===== src/sv/icmp_rm_pkg.sv =====
// Shared types and constants for the ICMP reply matcher.
// No dependencies; every other file in sv/ but icmp_rm_in_if.sv uses this package.
`default_nettype none

package icmp_rm_pkg;

    // Default receive buffer size in bytes; the byte counter saturates here
    localparam int MAX_PACKET_BYTES_DEF = 4096;

    // Configuration register indexes
    localparam int CFG_INDEX_W = 1;
    localparam logic [CFG_INDEX_W-1:0] REG_EXPECTED_IDENT    = 1'b0;
    localparam logic [CFG_INDEX_W-1:0] REG_EXPECTED_SEQUENCE = 1'b1;

    localparam logic [15:0] EXPECTED_IDENT_RST    = 16'd1;
    localparam logic [15:0] EXPECTED_SEQUENCE_RST = 16'd215;

    // IPv4 header fields
    localparam logic [7:0] IP_VERSION_MASK   = 8'hf0;
    localparam logic [7:0] IP_VERSION_4      = 8'h40;
    localparam logic [7:0] IP_IHL_MASK       = 8'h0f;
    localparam logic [7:0] IP_PROTO_ICMP     = 8'd1;
    localparam int         IP_PROTO_OFFSET   = 9;
    localparam int         IP_SRC_FIRST      = 12;
    localparam int         IP_SRC_LAST       = 15;
    localparam logic [3:0] IP_IHL_MIN        = 4'd5;
    localparam logic [5:0] IP_MIN_HDR_BYTES  = 6'd20;

    // ICMP fields, offsets relative to the end of the IP header
    localparam logic [7:0] ICMP_ECHO_REPLY    = 8'd0;
    localparam logic [7:0] ICMP_TIME_EXCEEDED = 8'd11;
    localparam int         ICMP_IDENT_HI      = 4;
    localparam int         ICMP_IDENT_LO      = 5;
    localparam int         ICMP_SEQ_HI        = 6;
    localparam int         ICMP_SEQ_LO        = 7;
    localparam int         ICMP_ECHO_BYTES    = 8;

    localparam int MIN_PACKET_BYTES = 36;

    typedef enum logic [1:0] {
        REPLY_NONE          = 2'd0,
        REPLY_ECHO_MATCH    = 2'd1,
        REPLY_TIME_EXCEEDED = 2'd2
    } reply_kind_t;

    // Header and ICMP fields collected while a datagram streams in
    typedef struct packed {
        logic        header_valid;
        logic [5:0]  header_bytes;
        logic [31:0] source_address;
        logic [7:0]  message_type;
        logic [15:0] seen_ident;
        logic [15:0] seen_sequence;
    } pkt_fields_t;

    localparam pkt_fields_t PKT_FIELDS_RST = '{
        header_valid:   1'b0,
        header_bytes:   IP_MIN_HDR_BYTES,
        source_address: 32'd0,
        message_type:   8'd0,
        seen_ident:     16'd0,
        seen_sequence:  16'd0
    };

endpackage

`default_nettype wire


===== src/sv/icmp_rm_in_if.sv =====
// Byte stream channel carrying received datagram bytes.
// Depends on icmp_rm_pkg only by convention; carries plain fields.
`default_nettype none

interface icmp_rm_in_if;
    logic       valid;
    logic       ready;
    logic [7:0] data_byte;
    logic       last_byte;

    modport source (output valid, output data_byte, output last_byte, input ready);
    modport sink   (input valid, input data_byte, input last_byte, output ready);
endinterface

`default_nettype wire


===== src/sv/icmp_rm_out_if.sv =====
// Result channel: one beat per datagram with the match kind and source address.
// Depends on icmp_rm_pkg for reply_kind_t.
`default_nettype none

interface icmp_rm_out_if;
    logic                     valid;
    logic                     ready;
    icmp_rm_pkg::reply_kind_t reply_kind;
    logic [31:0]              responder_ip;

    modport source (output valid, output reply_kind, output responder_ip, input ready);
    modport sink   (input valid, input reply_kind, input responder_ip, output ready);
endinterface

`default_nettype wire


===== src/sv/icmp_rm_cfg_if.sv =====
// Configuration write channel: register index and write data.
// Depends on icmp_rm_pkg for the index width.
`default_nettype none

interface icmp_rm_cfg_if;
    logic                               valid;
    logic                               ready;
    logic [icmp_rm_pkg::CFG_INDEX_W-1:0] index;
    logic [15:0]                        data;

    modport source (output valid, output index, output data, input ready);
    modport sink   (input valid, input index, input data, output ready);
endinterface

`default_nettype wire


===== src/sv/icmp_reply_matcher.sv =====
// ICMP reply matcher: classifies received IPv4 datagrams streamed one byte a beat.
// Depends on icmp_rm_pkg, the three channel interfaces and the icmp_rm_* modules.
//
// Usage:
//   pkt_in carries one datagram byte per beat, header first; last_byte marks
//   the final byte. result_out gives one beat per datagram: reply_kind 1 for
//   an echo reply whose identifier and sequence equal the configured values,
//   2 for a valid time-exceeded message, 0 otherwise; responder_ip holds the IPv4
//   source address for kind 1 or 2 and 0 otherwise. cfg writes register 0
//   (expected identifier, reset 1) or register 1 (expected sequence, reset
//   215); it is always ready and should be written while no datagram is open.
//   A byte is taken every cycle unless the output stalls. The result beat
//   appears in the cycle after the last byte is accepted, from a single
//   output register. While result_out is stalled, pkt_in stays ready only
//   if that register is being emptied in the same cycle, so the input
//   stalls with the output. Bytes beyond MAX_PACKET_BYTES are dropped and
//   the length saturates there. Reset clears the byte counter and captured
//   fields, restores the configuration registers and empties the output register.
`default_nettype none

module icmp_reply_matcher #(
    parameter int MAX_PACKET_BYTES = icmp_rm_pkg::MAX_PACKET_BYTES_DEF
) (
    input  wire logic       clk,
    input  wire logic       rst_n,
    icmp_rm_in_if.sink      pkt_in,
    icmp_rm_out_if.source   result_out,
    icmp_rm_cfg_if.sink     cfg
);
    import icmp_rm_pkg::*;

    localparam int OFF_W = $clog2(MAX_PACKET_BYTES + 1);

    pkt_fields_t       fields;
    logic [OFF_W-1:0]  length;
    logic              done;
    logic              can_take;
    logic [15:0]       expected_ident;
    logic [15:0]       expected_sequence;

    icmp_rm_cfg_regs u_cfg_regs (
        .clk               (clk),
        .rst_n             (rst_n),
        .cfg               (cfg),
        .expected_ident    (expected_ident),
        .expected_sequence (expected_sequence)
    );

    icmp_rm_parser #(
        .MAX_PACKET_BYTES (MAX_PACKET_BYTES),
        .OFF_W            (OFF_W)
    ) u_parser (
        .clk      (clk),
        .rst_n    (rst_n),
        .pkt_in   (pkt_in),
        .can_take (can_take),
        .fields   (fields),
        .length   (length),
        .done     (done)
    );

    icmp_rm_result #(
        .OFF_W (OFF_W)
    ) u_result (
        .clk               (clk),
        .rst_n             (rst_n),
        .fields            (fields),
        .length            (length),
        .done              (done),
        .expected_ident    (expected_ident),
        .expected_sequence (expected_sequence),
        .can_take          (can_take),
        .result_out        (result_out)
    );

endmodule

`default_nettype wire


===== src/sv/icmp_rm_cfg_regs.sv =====
// Configuration registers: expected echo identifier and sequence number.
// Depends on icmp_rm_pkg and icmp_rm_cfg_if.
`default_nettype none

module icmp_rm_cfg_regs (
    input  wire logic        clk,
    input  wire logic        rst_n,
    icmp_rm_cfg_if.sink      cfg,
    output logic [15:0]      expected_ident,
    output logic [15:0]      expected_sequence
);
    import icmp_rm_pkg::*;

    logic [15:0] ident_reg;
    logic [15:0] ident_next;
    logic [15:0] sequence_reg;
    logic [15:0] sequence_next;
    logic        wr_en;

    assign cfg.ready = 1'b1;
    assign wr_en     = cfg.valid && cfg.ready;

    always_comb
    begin
        ident_next    = ident_reg;
        sequence_next = sequence_reg;
        if (wr_en)
        begin
            unique case (cfg.index)
                REG_EXPECTED_IDENT:    ident_next    = cfg.data;
                REG_EXPECTED_SEQUENCE: sequence_next = cfg.data;
                default:               ident_next    = ident_reg;
            endcase
        end
    end

    always_ff @(posedge clk or negedge rst_n)
    begin
        if (!rst_n)
        begin
            ident_reg    <= EXPECTED_IDENT_RST;
            sequence_reg <= EXPECTED_SEQUENCE_RST;
        end
        else
        begin
            ident_reg    <= ident_next;
            sequence_reg <= sequence_next;
        end
    end

    assign expected_ident    = ident_reg;
    assign expected_sequence = sequence_reg;

endmodule

`default_nettype wire


===== src/sv/icmp_rm_parser.sv =====
// Per-byte field capture: offset counter, IPv4 header checks, ICMP fields.
// Depends on icmp_rm_pkg and icmp_rm_in_if.
`default_nettype none

module icmp_rm_parser #(
    parameter int MAX_PACKET_BYTES = icmp_rm_pkg::MAX_PACKET_BYTES_DEF,
    parameter int OFF_W            = $clog2(MAX_PACKET_BYTES + 1)
) (
    input  wire logic                      clk,
    input  wire logic                      rst_n,
    icmp_rm_in_if.sink                     pkt_in,
    input  wire logic                      can_take,
    output icmp_rm_pkg::pkt_fields_t       fields,
    output logic [OFF_W-1:0]               length,
    output logic                           done
);
    import icmp_rm_pkg::*;

    localparam logic [OFF_W-1:0] MAX_OFF = OFF_W'(MAX_PACKET_BYTES);

    pkt_fields_t       fields_reg;
    pkt_fields_t       fields_next;
    pkt_fields_t       fields_taken;
    logic [OFF_W-1:0]  offset_reg;
    logic [OFF_W-1:0]  offset_next;
    logic [OFF_W-1:0]  offset_taken;
    logic [OFF_W-1:0]  hdr_ext;
    logic [3:0]        ihl;
    logic [7:0]        b;
    logic              accept;

    assign pkt_in.ready = can_take;
    assign accept       = pkt_in.valid && pkt_in.ready;
    assign b            = pkt_in.data_byte;
    assign ihl          = b[3:0];
    assign hdr_ext      = OFF_W'(fields_reg.header_bytes);

    // Fold the accepted byte into the collected fields
    always_comb
    begin
        fields_taken = fields_reg;
        offset_taken = offset_reg;
        if (accept && (offset_reg < MAX_OFF))
        begin
            offset_taken = offset_reg + OFF_W'(1);
            if (offset_reg == '0)
            begin
                fields_taken.header_valid = ((b & IP_VERSION_MASK) == IP_VERSION_4);
                fields_taken.header_bytes = (ihl <= IP_IHL_MIN) ? IP_MIN_HDR_BYTES
                                                                : {ihl, 2'b00};
            end
            if ((offset_reg == OFF_W'(IP_PROTO_OFFSET)) && (b != IP_PROTO_ICMP))
                fields_taken.header_valid = 1'b0;
            if ((offset_reg >= OFF_W'(IP_SRC_FIRST)) && (offset_reg <= OFF_W'(IP_SRC_LAST)))
                fields_taken.source_address = {fields_reg.source_address[23:0], b};
            if (offset_reg == hdr_ext)
                fields_taken.message_type = b;
            if ((offset_reg == hdr_ext + OFF_W'(ICMP_IDENT_HI)) ||
                (offset_reg == hdr_ext + OFF_W'(ICMP_IDENT_LO)))
                fields_taken.seen_ident = {fields_reg.seen_ident[7:0], b};
            if ((offset_reg == hdr_ext + OFF_W'(ICMP_SEQ_HI)) ||
                (offset_reg == hdr_ext + OFF_W'(ICMP_SEQ_LO)))
                fields_taken.seen_sequence = {fields_reg.seen_sequence[7:0], b};
        end
    end

    // Start over after the last byte of a datagram
    always_comb
    begin
        if (done)
        begin
            fields_next = PKT_FIELDS_RST;
            offset_next = '0;
        end
        else
        begin
            fields_next = fields_taken;
            offset_next = offset_taken;
        end
    end

    always_ff @(posedge clk or negedge rst_n)
    begin
        if (!rst_n)
        begin
            fields_reg <= PKT_FIELDS_RST;
            offset_reg <= '0;
        end
        else
        begin
            fields_reg <= fields_next;
            offset_reg <= offset_next;
        end
    end

    assign done   = accept && pkt_in.last_byte;
    assign fields = fields_taken;
    assign length = offset_taken;

endmodule

`default_nettype wire


===== src/sv/icmp_rm_result.sv =====
// Datagram classification and the output register that holds the result beat.
// Depends on icmp_rm_pkg and icmp_rm_out_if.
`default_nettype none

module icmp_rm_result #(
    parameter int OFF_W = $clog2(icmp_rm_pkg::MAX_PACKET_BYTES_DEF + 1)
) (
    input  wire logic                       clk,
    input  wire logic                       rst_n,
    input  wire icmp_rm_pkg::pkt_fields_t   fields,
    input  wire logic [OFF_W-1:0]           length,
    input  wire logic                       done,
    input  wire logic [15:0]                expected_ident,
    input  wire logic [15:0]                expected_sequence,
    output logic                            can_take,
    icmp_rm_out_if.source                   result_out
);
    import icmp_rm_pkg::*;

    reply_kind_t  kind;
    reply_kind_t  kind_reg;
    reply_kind_t  kind_next;
    logic [31:0]  ip_reg;
    logic [31:0]  ip_next;
    logic         valid_reg;
    logic         valid_next;
    logic [OFF_W-1:0] hdr_ext;
    logic         frame_ok;

    assign hdr_ext  = OFF_W'(fields.header_bytes);
    assign frame_ok = (length >= OFF_W'(MIN_PACKET_BYTES)) && fields.header_valid &&
                      (length > hdr_ext);

    always_comb
    begin
        kind = REPLY_NONE;
        if (frame_ok)
        begin
            priority if (fields.message_type == ICMP_ECHO_REPLY)
            begin
                if ((length >= hdr_ext + OFF_W'(ICMP_ECHO_BYTES)) &&
                    (fields.seen_ident == expected_ident) &&
                    (fields.seen_sequence == expected_sequence))
                    kind = REPLY_ECHO_MATCH;
            end
            else if (fields.message_type == ICMP_TIME_EXCEEDED)
                kind = REPLY_TIME_EXCEEDED;
            else
                kind = REPLY_NONE;
        end
    end

    // Load on the last byte, hold while the receiver stalls, drop once taken
    always_comb
    begin
        kind_next  = kind_reg;
        ip_next    = ip_reg;
        valid_next = valid_reg && !result_out.ready;
        if (done)
        begin
            kind_next  = kind;
            ip_next    = (kind != REPLY_NONE) ? fields.source_address : 32'd0;
            valid_next = 1'b1;
        end
    end

    always_ff @(posedge clk or negedge rst_n)
    begin
        if (!rst_n)
            valid_reg <= 1'b0;
        else
            valid_reg <= valid_next;
    end

    always_ff @(posedge clk)
    begin
        kind_reg <= kind_next;
        ip_reg   <= ip_next;
    end

    assign can_take                = !valid_reg || result_out.ready;
    assign result_out.valid        = valid_reg;
    assign result_out.reply_kind   = kind_reg;
    assign result_out.responder_ip = ip_reg;

endmodule

`default_nettype wire


===== src/flat_wrapper.sv =====
// flat-port wrapper written by rule: the top's interface ports become plain ports
module icmp_reply_matcher_flat import icmp_rm_pkg::*;
#(
    parameter int MAX_PACKET_BYTES = icmp_rm_pkg::MAX_PACKET_BYTES_DEF
)
  (clk, rst_n, pkt_in_valid, pkt_in_data_byte, pkt_in_last_byte, pkt_in_ready, result_out_valid, result_out_reply_kind, result_out_responder_ip, result_out_ready, cfg_valid, cfg_index, cfg_data, cfg_ready);
  icmp_rm_in_if pkt_in_i ();
  icmp_rm_out_if result_out_i ();
  icmp_rm_cfg_if cfg_i ();
  input  wire logic clk;
  input  wire logic rst_n;
  input wire logic [$bits(pkt_in_i.valid)-1:0] pkt_in_valid;
  input wire logic [$bits(pkt_in_i.data_byte)-1:0] pkt_in_data_byte;
  input wire logic [$bits(pkt_in_i.last_byte)-1:0] pkt_in_last_byte;
  output wire logic [$bits(pkt_in_i.ready)-1:0] pkt_in_ready;
  output wire logic [$bits(result_out_i.valid)-1:0] result_out_valid;
  output wire logic [$bits(result_out_i.reply_kind)-1:0] result_out_reply_kind;
  output wire logic [$bits(result_out_i.responder_ip)-1:0] result_out_responder_ip;
  input wire logic [$bits(result_out_i.ready)-1:0] result_out_ready;
  input wire logic [$bits(cfg_i.valid)-1:0] cfg_valid;
  input wire logic [$bits(cfg_i.index)-1:0] cfg_index;
  input wire logic [$bits(cfg_i.data)-1:0] cfg_data;
  output wire logic [$bits(cfg_i.ready)-1:0] cfg_ready;
  assign pkt_in_i.valid = pkt_in_valid;
  assign pkt_in_i.data_byte = pkt_in_data_byte;
  assign pkt_in_i.last_byte = pkt_in_last_byte;
  assign pkt_in_ready = pkt_in_i.ready;
  assign result_out_valid = result_out_i.valid;
  assign result_out_reply_kind = result_out_i.reply_kind;
  assign result_out_responder_ip = result_out_i.responder_ip;
  assign result_out_i.ready = result_out_ready;
  assign cfg_i.valid = cfg_valid;
  assign cfg_i.index = cfg_index;
  assign cfg_i.data = cfg_data;
  assign cfg_ready = cfg_i.ready;
  icmp_reply_matcher #(.MAX_PACKET_BYTES(MAX_PACKET_BYTES)) u_core (.clk(clk), .rst_n(rst_n), .pkt_in(pkt_in_i), .result_out(result_out_i), .cfg(cfg_i));
endmodule

===== config.mk =====
export PLATFORM = sky130hd
export DESIGN_NAME = icmp_reply_matcher_flat
export DESIGN_NICKNAME = d
export VERILOG_FILES = /design/src/sv/icmp_rm_pkg.sv /design/src/sv/icmp_rm_in_if.sv /design/src/sv/icmp_rm_out_if.sv /design/src/sv/icmp_rm_cfg_if.sv /design/src/sv/icmp_reply_matcher.sv /design/src/sv/icmp_rm_cfg_regs.sv /design/src/sv/icmp_rm_parser.sv /design/src/sv/icmp_rm_result.sv /design/src/flat_wrapper.sv
export SDC_FILE = /design/constraint.sdc
export NUM_CORES = 1
export LEC_CHECK = 0
export ABC_CLOCK_PERIOD_IN_PS = 5620
export BUFFER_PORTS_ARGS = -buffer_cell sky130_fd_sc_hd__buf_4
export CAP_MARGIN = 10
export CORE_UTILIZATION = 45
export DETAILED_ROUTE_END_ITERATION = 16
export PLACE_DENSITY = 0.7
export SLEW_MARGIN = 40
export SYNTH_ARGS = -nofsm -noshare
export SYNTH_HDL_FRONTEND = slang
export SYNTH_HIERARCHICAL = 1
export SYNTH_SLANG_ARGS = --single-unit

===== constraint.sdc =====
create_clock -name clk -period 5.62 [get_ports clk]
set_input_delay 1.124 -clock clk [delete_from_list [all_inputs] [get_ports clk]]
set_output_delay 1.124 -clock clk [all_outputs]
set_load 0.05 [all_outputs]

==> results by group, run 1 <==
Job
  – Max-cap violations: 0

STA
  – Final hold violation count: 0
  – Max_slew headroom: 48.9%
  – Minimum clock period: 5.14 ns
  – Setup-failing EPs final: 0
  – Setup TNS Final: 0 ns
  – Worst Skew: 0.00898 ns
  – Unrepaired setup endpoints after global routing: false
  – Peak Freq: 194 MHz
  – Slew at the pin closest to its max-slew limit: 0.764 ns
  – Final worst-path cycle share: 91.5%
  – Slew Limit Fails: 0

Logic synthesis
  – Most instantiated library cell after synthesis: nand2_1
  – Fraction of registers with async set/reset: 78.6%
  – Syn Std Cell Area: 8840 um^2
  – Post-synth EDFFs: 34
  – Yosys Warn Count: 6
  – Mapped Cells: 798
  – Yosys cell types: 68
  – Sequential area share after synthesis: 47.1%
  – Most instantiated cells after synthesis: 148 x nand2_1, 116 x dfrtp_1, 61 x mux2_2
  – Synth top area cells: dfrtp_1 33%, edfxtp_1 12%, mux2_2 7.8%
  – Synthesized net count: 851
  – Mean Syn Cell Area: 11.1 um^2
  – FF+latch count, synth: 159
  – Post-synth top flop: dfrtp_1
  – Synth top area share: 32.9%
  – Post-synth top area cell: dfrtp_1

Worst setup path
  – Worst EP arrival: 5.37 ns
  – RR Endpoint: u_core/u_result/result_out.responder_ip[27]$_SDFFCE_PN0P_
  – Critical R2R Launch: u_core/u_parser/fields_reg[74]$_DFF_PN1_
  – R2r setup slk: 0.48 ns
  – Startpoint types: register
  – Critical path class: register to register
  – Critical Path RT: 5.85 ns
  – Crit path max fanout: 16
  – Worst Reg-to-Reg Cells: 18
  – Crit path capture type: register

Clocking
  – Worst-skew pair later-pin latency: 0.43 ns
  – H-tree level count: 4
  – CTS Sinks: 159
  – Inserted Clock Buffers: 17
  – Resized cells post-CTS: 0
  – Clock Pin Slew Worst Setup and Hold Paths: 0.06 ns
  – CTS tree: done
  – Hold Buf Count CTS: 0
  – # Post-CTS Setup Buffers: 0
  – CTS Root Cell: clkbuf_16
  – Worst-case clock buffer depth: 2

Final layout
  – Fin area: 10200 um^2
  – Area occupied by multi-input gates: 4360 um^2
  – Final net count: 908
  – Reg area: 4160 um^2
  – Max reg flops: 79
  – Share of layout cells above drive strength 1: 28.1%
  – N_diodes: 0
  – Layout overhead on the synthesized area: 14.9%
  – Fill cell count: 1624

GRT
  – Initial antenna violation count: 0
  – Grt ovf: 0
  – First-pass GRT wire length: 31700 um
  – Number of global-route vias before repair: 6050
  – Largest net degree at the start of global routing: 66
  – Gr usage total: 20.4%

Route
  – Wire per inst: 17.0 um
  – DR pass1 iterations: 5
  – Routed via count: 6076
  – # DRC: 0
  – DRT antenna net count: 0
  – WL final: 19200 um
  – DR vias/cell: 5.39
  – DR iter-0 viols: 468

Place
  – IO buf count: 66
  – Post-DP Area: 9590 um^2
  – DP HPWL: 13300 um
  – Routability Congestion: 0.946

Power
  – PwrDens: 322 nW/um^2
  – LEAKAGE: 4.59 nW
  – Peak VDD IR: 0.247 mV

Floorplan
  – Initial Util: 46.6%
  – Die height: 142 um
  – Die width: 142 um
  – Top-Level Pins: 68
  – Core Footprint: 19000 um^2
  – # rows: 50
  – Die area: 20200 um^2

Run status
  – Outcome: finished, final reports clean

Worst hold path
  – Worst hold start: u_core/u_parser/fields_reg[66]$_DFF_PN0_
  – Min-Delay Endpoint: u_core/u_parser/fields_reg[66]$_DFF_PN0_
  – Min-Delay Path Class: register to register
  – Hold depth: 2
[kinds of logic after synthesis]
logic type,Yosys count,synth area share (%)
xor+xnor,63,6.24
buf+inv,69,4.12
fa+ha+maj,22,3.12
compound gates,83,6.02
other cells,1,0.0424
mux,105,13.4
simple gates,296,20.0
flops,159,47.1
[layout make-up]
class	instances	share of cell area (%)
multi-input combinational	570	43.0
sequential	159	41.0
timing repair buffer	87	6.51
clock buffer	18	4.23
tap	260	3.20
clock inverter	13	1.37
inverter	20	0.764
[cells in the final DEF, fill, tap and decap left out, types with 4 or more instances in the layout]
cell type	Yosys	layout
mux2_4	10	10
a31oi_1	4	4
ha_1	22	22
nor2_1	14	14
mux2i_1	32	32
xor2_1	43	43
dfrtp_1	116	116
inv_1	19	19
o21ai_0	8	8
inv_6	0	4
xnor2_1	20	20
nor3_1	9	8
nor4b_2	30	30
and2_1	26	26
buf_4	5	85
nor4_1	13	13
nand2b_1	9	9
edfxtp_1	34	34
mux2_2	61	61
nand3_1	10	9
dfstp_2	9	9
nand4_1	4	4
clkbuf_16	0	17
nor2b_1	6	6
a21oi_1	44	44
nand2_1	148	148
[worst max-delay path, stage by stage, from the launching register on]
cell	delay, ns
dfstp_2	0.59
inv_1	0.15
ha_1	0.21
a21boi_0	0.44
a211oi_1	0.15
o31a_1	0.13
a2111oi_0	0.41
buf_4	0.19
a41oi_4	0.20
buf_6	0.24
buf_6	0.15
mux2_2	0.28
xor2_1	0.14
nor4_1	0.34
nand4_1	0.20
nor2_1	0.32
a31oi_4	0.22
buf_4	0.29
nor4b_2	0.28
[through the flow]
stage               std cells  worst slack, ns  total power, mW  hold slack, ns  util (%)
floorplan                 798             1.09             1.94           0.497         -
global placement         1094            0.288             2.14           0.508      50.4
detailed placement       1096            0.122             2.15           0.517      50.6
CTS                      1127            0.453             3.29           0.529      53.6
global route             1127            0.195             3.44           0.540      53.6
finish                   1127            0.476             3.27           0.525      53.6
[routing by layer]
layer  global-route usage (%)  wire [um]  up-vias
met5                        0          0        -
met4                     6.79        329        0
met3                     3.84        638       20
met2                     34.1       9590      112
met1                     26.6       8630     3041
li1                         -          -     2903
[power breakdown]
group / internal (mW) / switching [mW]
combinational: 0.336 / 0.433
sequential: 1.27 / 0.103
clock: 0.654 / 0.476
[worst max-delay path by stage]
stage                                                  start                                                         to  slack [ns]  depth (start not counted)
global placement                            result_out_ready  u_core/u_result/result_out.responder_ip[10]$_SDFFCE_PN0P_        0.29                         16
detailed placement                          result_out_ready  u_core/u_result/result_out.responder_ip[27]$_SDFFCE_PN0P_        0.12                         16
global route        u_core/u_parser/fields_reg[74]$_DFF_PN1_  u_core/u_result/result_out.responder_ip[27]$_SDFFCE_PN0P_        0.19                         18
floorplan                                   result_out_ready   u_core/u_result/result_out.responder_ip[0]$_SDFFCE_PN0P_        1.09                         15
finish              u_core/u_parser/fields_reg[74]$_DFF_PN1_  u_core/u_result/result_out.responder_ip[27]$_SDFFCE_PN0P_        0.48                         18
CTS                 u_core/u_parser/fields_reg[74]$_DFF_PN1_  u_core/u_result/result_out.responder_ip[27]$_SDFFCE_PN0P_        0.45                         18
Note: power is estimated with default switching activity, not from simulation.
==> run 2, diff against run 1 <==
Settings changed: ABC_AREA set to 1, PLACE_DENSITY 0.7 to 0.69.
==> run 2 against run 1 <==
Utilization decreased by 1.5 points. Register-to-register slack improved by 1.1 ns. Combinational power increased by 65%. Clock power increased by 9%. Critical path depth increased by 3. Largest power group unchanged. Critical endpoint is now u_core/u_result/result_out.responder_ip[5]$_SDFFCE_PN0P_.
==> results by group, run 2 <==
Run status
  – Outcome: finished, final reports clean

Floorplan
  – Initial Util: 45.8% (-0.80 points)
  – Die height: 146 um (+2.4%)
  – Core Footprint: 20200 um^2 (+6.7%)
  – Top-Level Pins: 68 (unchanged)
  – # rows: 52 (+4.0%)
  – Die area: 21200 um^2 (+4.8%)
  – Die width: 146 um (+2.4%)

Clocking
  – CTS Root Cell: clkbuf_16
  – # Post-CTS Setup Buffers: 0 (unchanged)
  – CTS Sinks: 159 (unchanged)
  – Clock Pin Slew Worst Setup and Hold Paths: 0.07 ns (about the same)
  – Hold Buf Count CTS: 0 (unchanged)
  – H-tree level count: 4 (unchanged)
  – Worst-case clock buffer depth: 2 (unchanged)
  – Inserted Clock Buffers: 17 (unchanged)
  – Worst-skew pair later-pin latency: 0.43 ns (about the same)
  – Resized cells post-CTS: 0 (unchanged)
  – CTS tree: done

GRT
  – Largest net degree at the start of global routing: 66 (unchanged)
  – Grt ovf: 0 (unchanged)
  – GR peak layer: met2
  – Number of global-route vias before repair: 7174 (+19%)
  – M1 GR Usage: 28.0% (+1.5 points)
  – First-pass GRT wire length: 35000 um (+10%)
  – Gr usage total: 20.7% (+0.32 points)
  – Initial antenna violation count: 0 (unchanged)
  – Global routing met2 resource utilization: 34.1% (about the same)
  – Routing usage on met3: 3.70% (-0.14 points)

Worst setup path
  – Worst EP arrival: 4.50 ns (-0.87 ns)
  – Crit path capture type: register
  – RR Endpoint: u_core/u_result/result_out.responder_ip[5]$_SDFFCE_PN0P_
  – CP top delay family: simple AND/OR/NAND/NOR gates
  – R2r setup slk: 1.59 ns (+1.11 ns)
  – Startpoint types: input pin
  – Critical path class: input pin to register
  – Crit-path cells: buf_4, inv_1, nand2_1, nand2_1, clkinv_1, nand2_1, nor4_4, buf_4, nand4_2, o21ai_1, inv_1, nor2_1, nand2_1, nor2_1, nand2_1, nor2_1, nand3_1, nor2_2, nand3_2, buf_4, a21oi_1
  – Critical R2R Launch: u_core/u_parser/fields_reg[74]$_DFF_PN1_
  – Crit path max fanout: 35 (+19)
  – Worst path most repeated cell: nand2_1
  – Worst Reg-to-Reg Cells: 24 (+6)
  – Critical path buffer and inverter count: 6 (+1)
  – Critical Path RT: 5.88 ns (+0.03 ns)
  – Max incr delay on CP: 0.39 ns (-0.20 ns)
  – Worst path slowest cell: buf_4

Worst hold path
  – Min-Delay Path Class: register to register
  – Min-Delay Endpoint: u_core/u_cfg_regs/expected_sequence[4]$_DFFE_PN1P_
  – Worst hold start: u_core/u_cfg_regs/expected_sequence[4]$_DFFE_PN1P_
  – Hold depth: 2 (unchanged)

Logic synthesis
  – Synthesized net count: 1323 (+55%)
  – Mean Syn Cell Area: 7.30 um^2 (-34%)
  – Synth top area share: 31.3% (-1.5 points)
  – Most instantiated cells after synthesis: 345 x nand2_1, 286 x inv_1, 146 x nor2_1
  – Most instantiated library cell after synthesis: nand2_1
  – Yosys cell types: 39 (-43%)
  – Mapped Cells: 1270 (+59%)
  – Post-synth top flop: dfrtp_1
  – Synth top area cells: dfrtp_1 31%, nand2_1 14%, inv_1 12%
  – Sequential area share after synthesis: 44.9% (-2.2 points)
  – Yosys Warn Count: 6 (unchanged)
  – Post-synth EDFFs: 34 (unchanged)
  – Syn Std Cell Area: 9270 um^2 (+4.9%)
  – FF+latch count, synth: 159 (unchanged)
  – Fraction of registers with async set/reset: 78.6% (unchanged)
  – Post-synth top area cell: dfrtp_1

STA
  – Hold Slack: 0.476 ns (-0.0492 ns)
  – Final worst-path cycle share: 75.3% (-16 points)
  – Max_slew headroom: 55.8% (+6.9 points)
  – Minimum clock period: 4.23 ns (-0.913 ns)
  – Setup TNS Final: 0 ns (unchanged)
  – Worst Skew: 0.0105 ns (+0.00157 ns)
  – Slew at the pin closest to its max-slew limit: 0.663 ns (-0.101 ns)
  – Peak Freq: 236 MHz (+22%)
  – Final hold violation count: 0 (unchanged)
  – Post-route setup slack: 1.39 ns (+0.913 ns)
  – Setup-failing EPs final: 0 (unchanged)
  – Unrepaired setup endpoints after global routing: false
  – Slew Limit Fails: 0 (unchanged)

Final layout
  – Commonest non-fill, non-tap cell in the layout: nand2_1
  – Max reg flops: 79 (unchanged)
  – Share of layout cells above drive strength 1: 12.4% (-16 points)
  – Most frequent cells in the layout: 345 x nand2_1, 285 x inv_1, 146 x nor2_1
  – Final core area utilization: 52.1% (-1.5 points)
  – Fin area: 10500 um^2 (+3.8%)
  – Layout overhead on the synthesized area: 13.7%
  – N_diodes: 0 (unchanged)
  – Final net count: 1369 (+51%)

Route
  – Wire per inst: 13.0 um (-24%)
  – DR iter-0 viols: 468 (unchanged)
  – DR pass1 iterations: 5 (unchanged)
  – DRT antenna net count: 0 (unchanged)
  – DR vias/cell: 4.71 (-13%)
  – # DRC: 0 (unchanged)
  – WL final: 20800 um (+8.2%)
  – Routed via count: 7536 (+24%)

Place
  – DP HPWL: 14500 um (+9.5%)
  – Routability Congestion: 0.848 (-10%)
  – IO buf count: 66 (unchanged)
  – Setup slack at placement: 0.965 ns (+0.843 ns)
  – Post-DP Area: 9910 um^2 (+3.4%)

Job
  – Max-cap violations: 0 (unchanged)

Power
  – LEAKAGE: 6.03 nW (+31%)
  – PwrDens: 373 nW/um^2 (+16%)
  – Peak VDD IR: 0.242 mV (-2.0%)
run 2: area by class of cell:
type                    count  area [um^2]
repair buffers             72          548
fillers                  1937         9690
well taps                 270          338
multi-input cells         774         3770
clock inverters            13          173
inverters                 292         1100
flip-flops and latches    159         4160
clock buffers              19          454
run 2: metrics by stage:
step	total power [mW]	std cells
final	3.93	1599
after global routing	4.22	1599
after CTS	3.95	1599
after detailed placement	2.71	1567
after global placement	2.69	1567
after floorplan	2.40	1270
run 2: how the worst max path moves through the flow:
stage,startpoint,to,cells after the start
finish,result_out_ready,u_core/u_result/result_out.responder_ip[5]$_SDFFCE_PN0P_,21
detailed placement,result_out_ready,u_core/u_result/result_out.responder_ip[5]$_SDFFCE_PN0P_,21
CTS,result_out_ready,u_core/u_result/result_out.responder_ip[5]$_SDFFCE_PN0P_,21
global placement,result_out_ready,u_core/u_result/result_out.responder_ip[4]$_SDFFCE_PN0P_,21
floorplan,result_out_ready,u_core/u_result/result_out.responder_ip[10]$_SDFFCE_PN0P_,23
global route,result_out_ready,u_core/u_result/result_out.responder_ip[19]$_SDFFCE_PN0P_,21
run 2: metal layers:
layer	part of all wire (%)	wire length, um
met2	47	9740
met3	3.5	724
met1	48	9950
met5	0	0
met4	1.7	344
run 2: worst min-delay path: stages (launching register included):
cell and delay, ns:
dfstp_2 0.37, nand2_1 0.06, nand2_1 0.05
run 2: power by group:
| part | total (mW) | leakage, nW | internal (mW) | switching [mW] |
|---|---|---|---|---|
| sequential | 1.44 | 1.99 | 1.34 | 0.0964 |
| combinational | 1.27 | 3.73 | 0.429 | 0.837 |
| clock | 1.23 | 0.312 | 0.736 | 0.492 |
| total | 3.93 | 6.03 | 2.51 | 1.42 |
run 2: cell families (layout without fill, tap and decap cells):
family / count (synthesis) / after routing / synth area share, %
compound gates: 102 / 102 / 6.80
simple gates: 621 / 621 / 27.9
xor+xnor: 28 / 28 / 2.65
fa+ha+maj: 22 / 22 / 2.97
buf+inv: 337 / 396 / 14.8
other cells: 1 / 1 / 0.0405
flops: 159 / 159 / 44.9
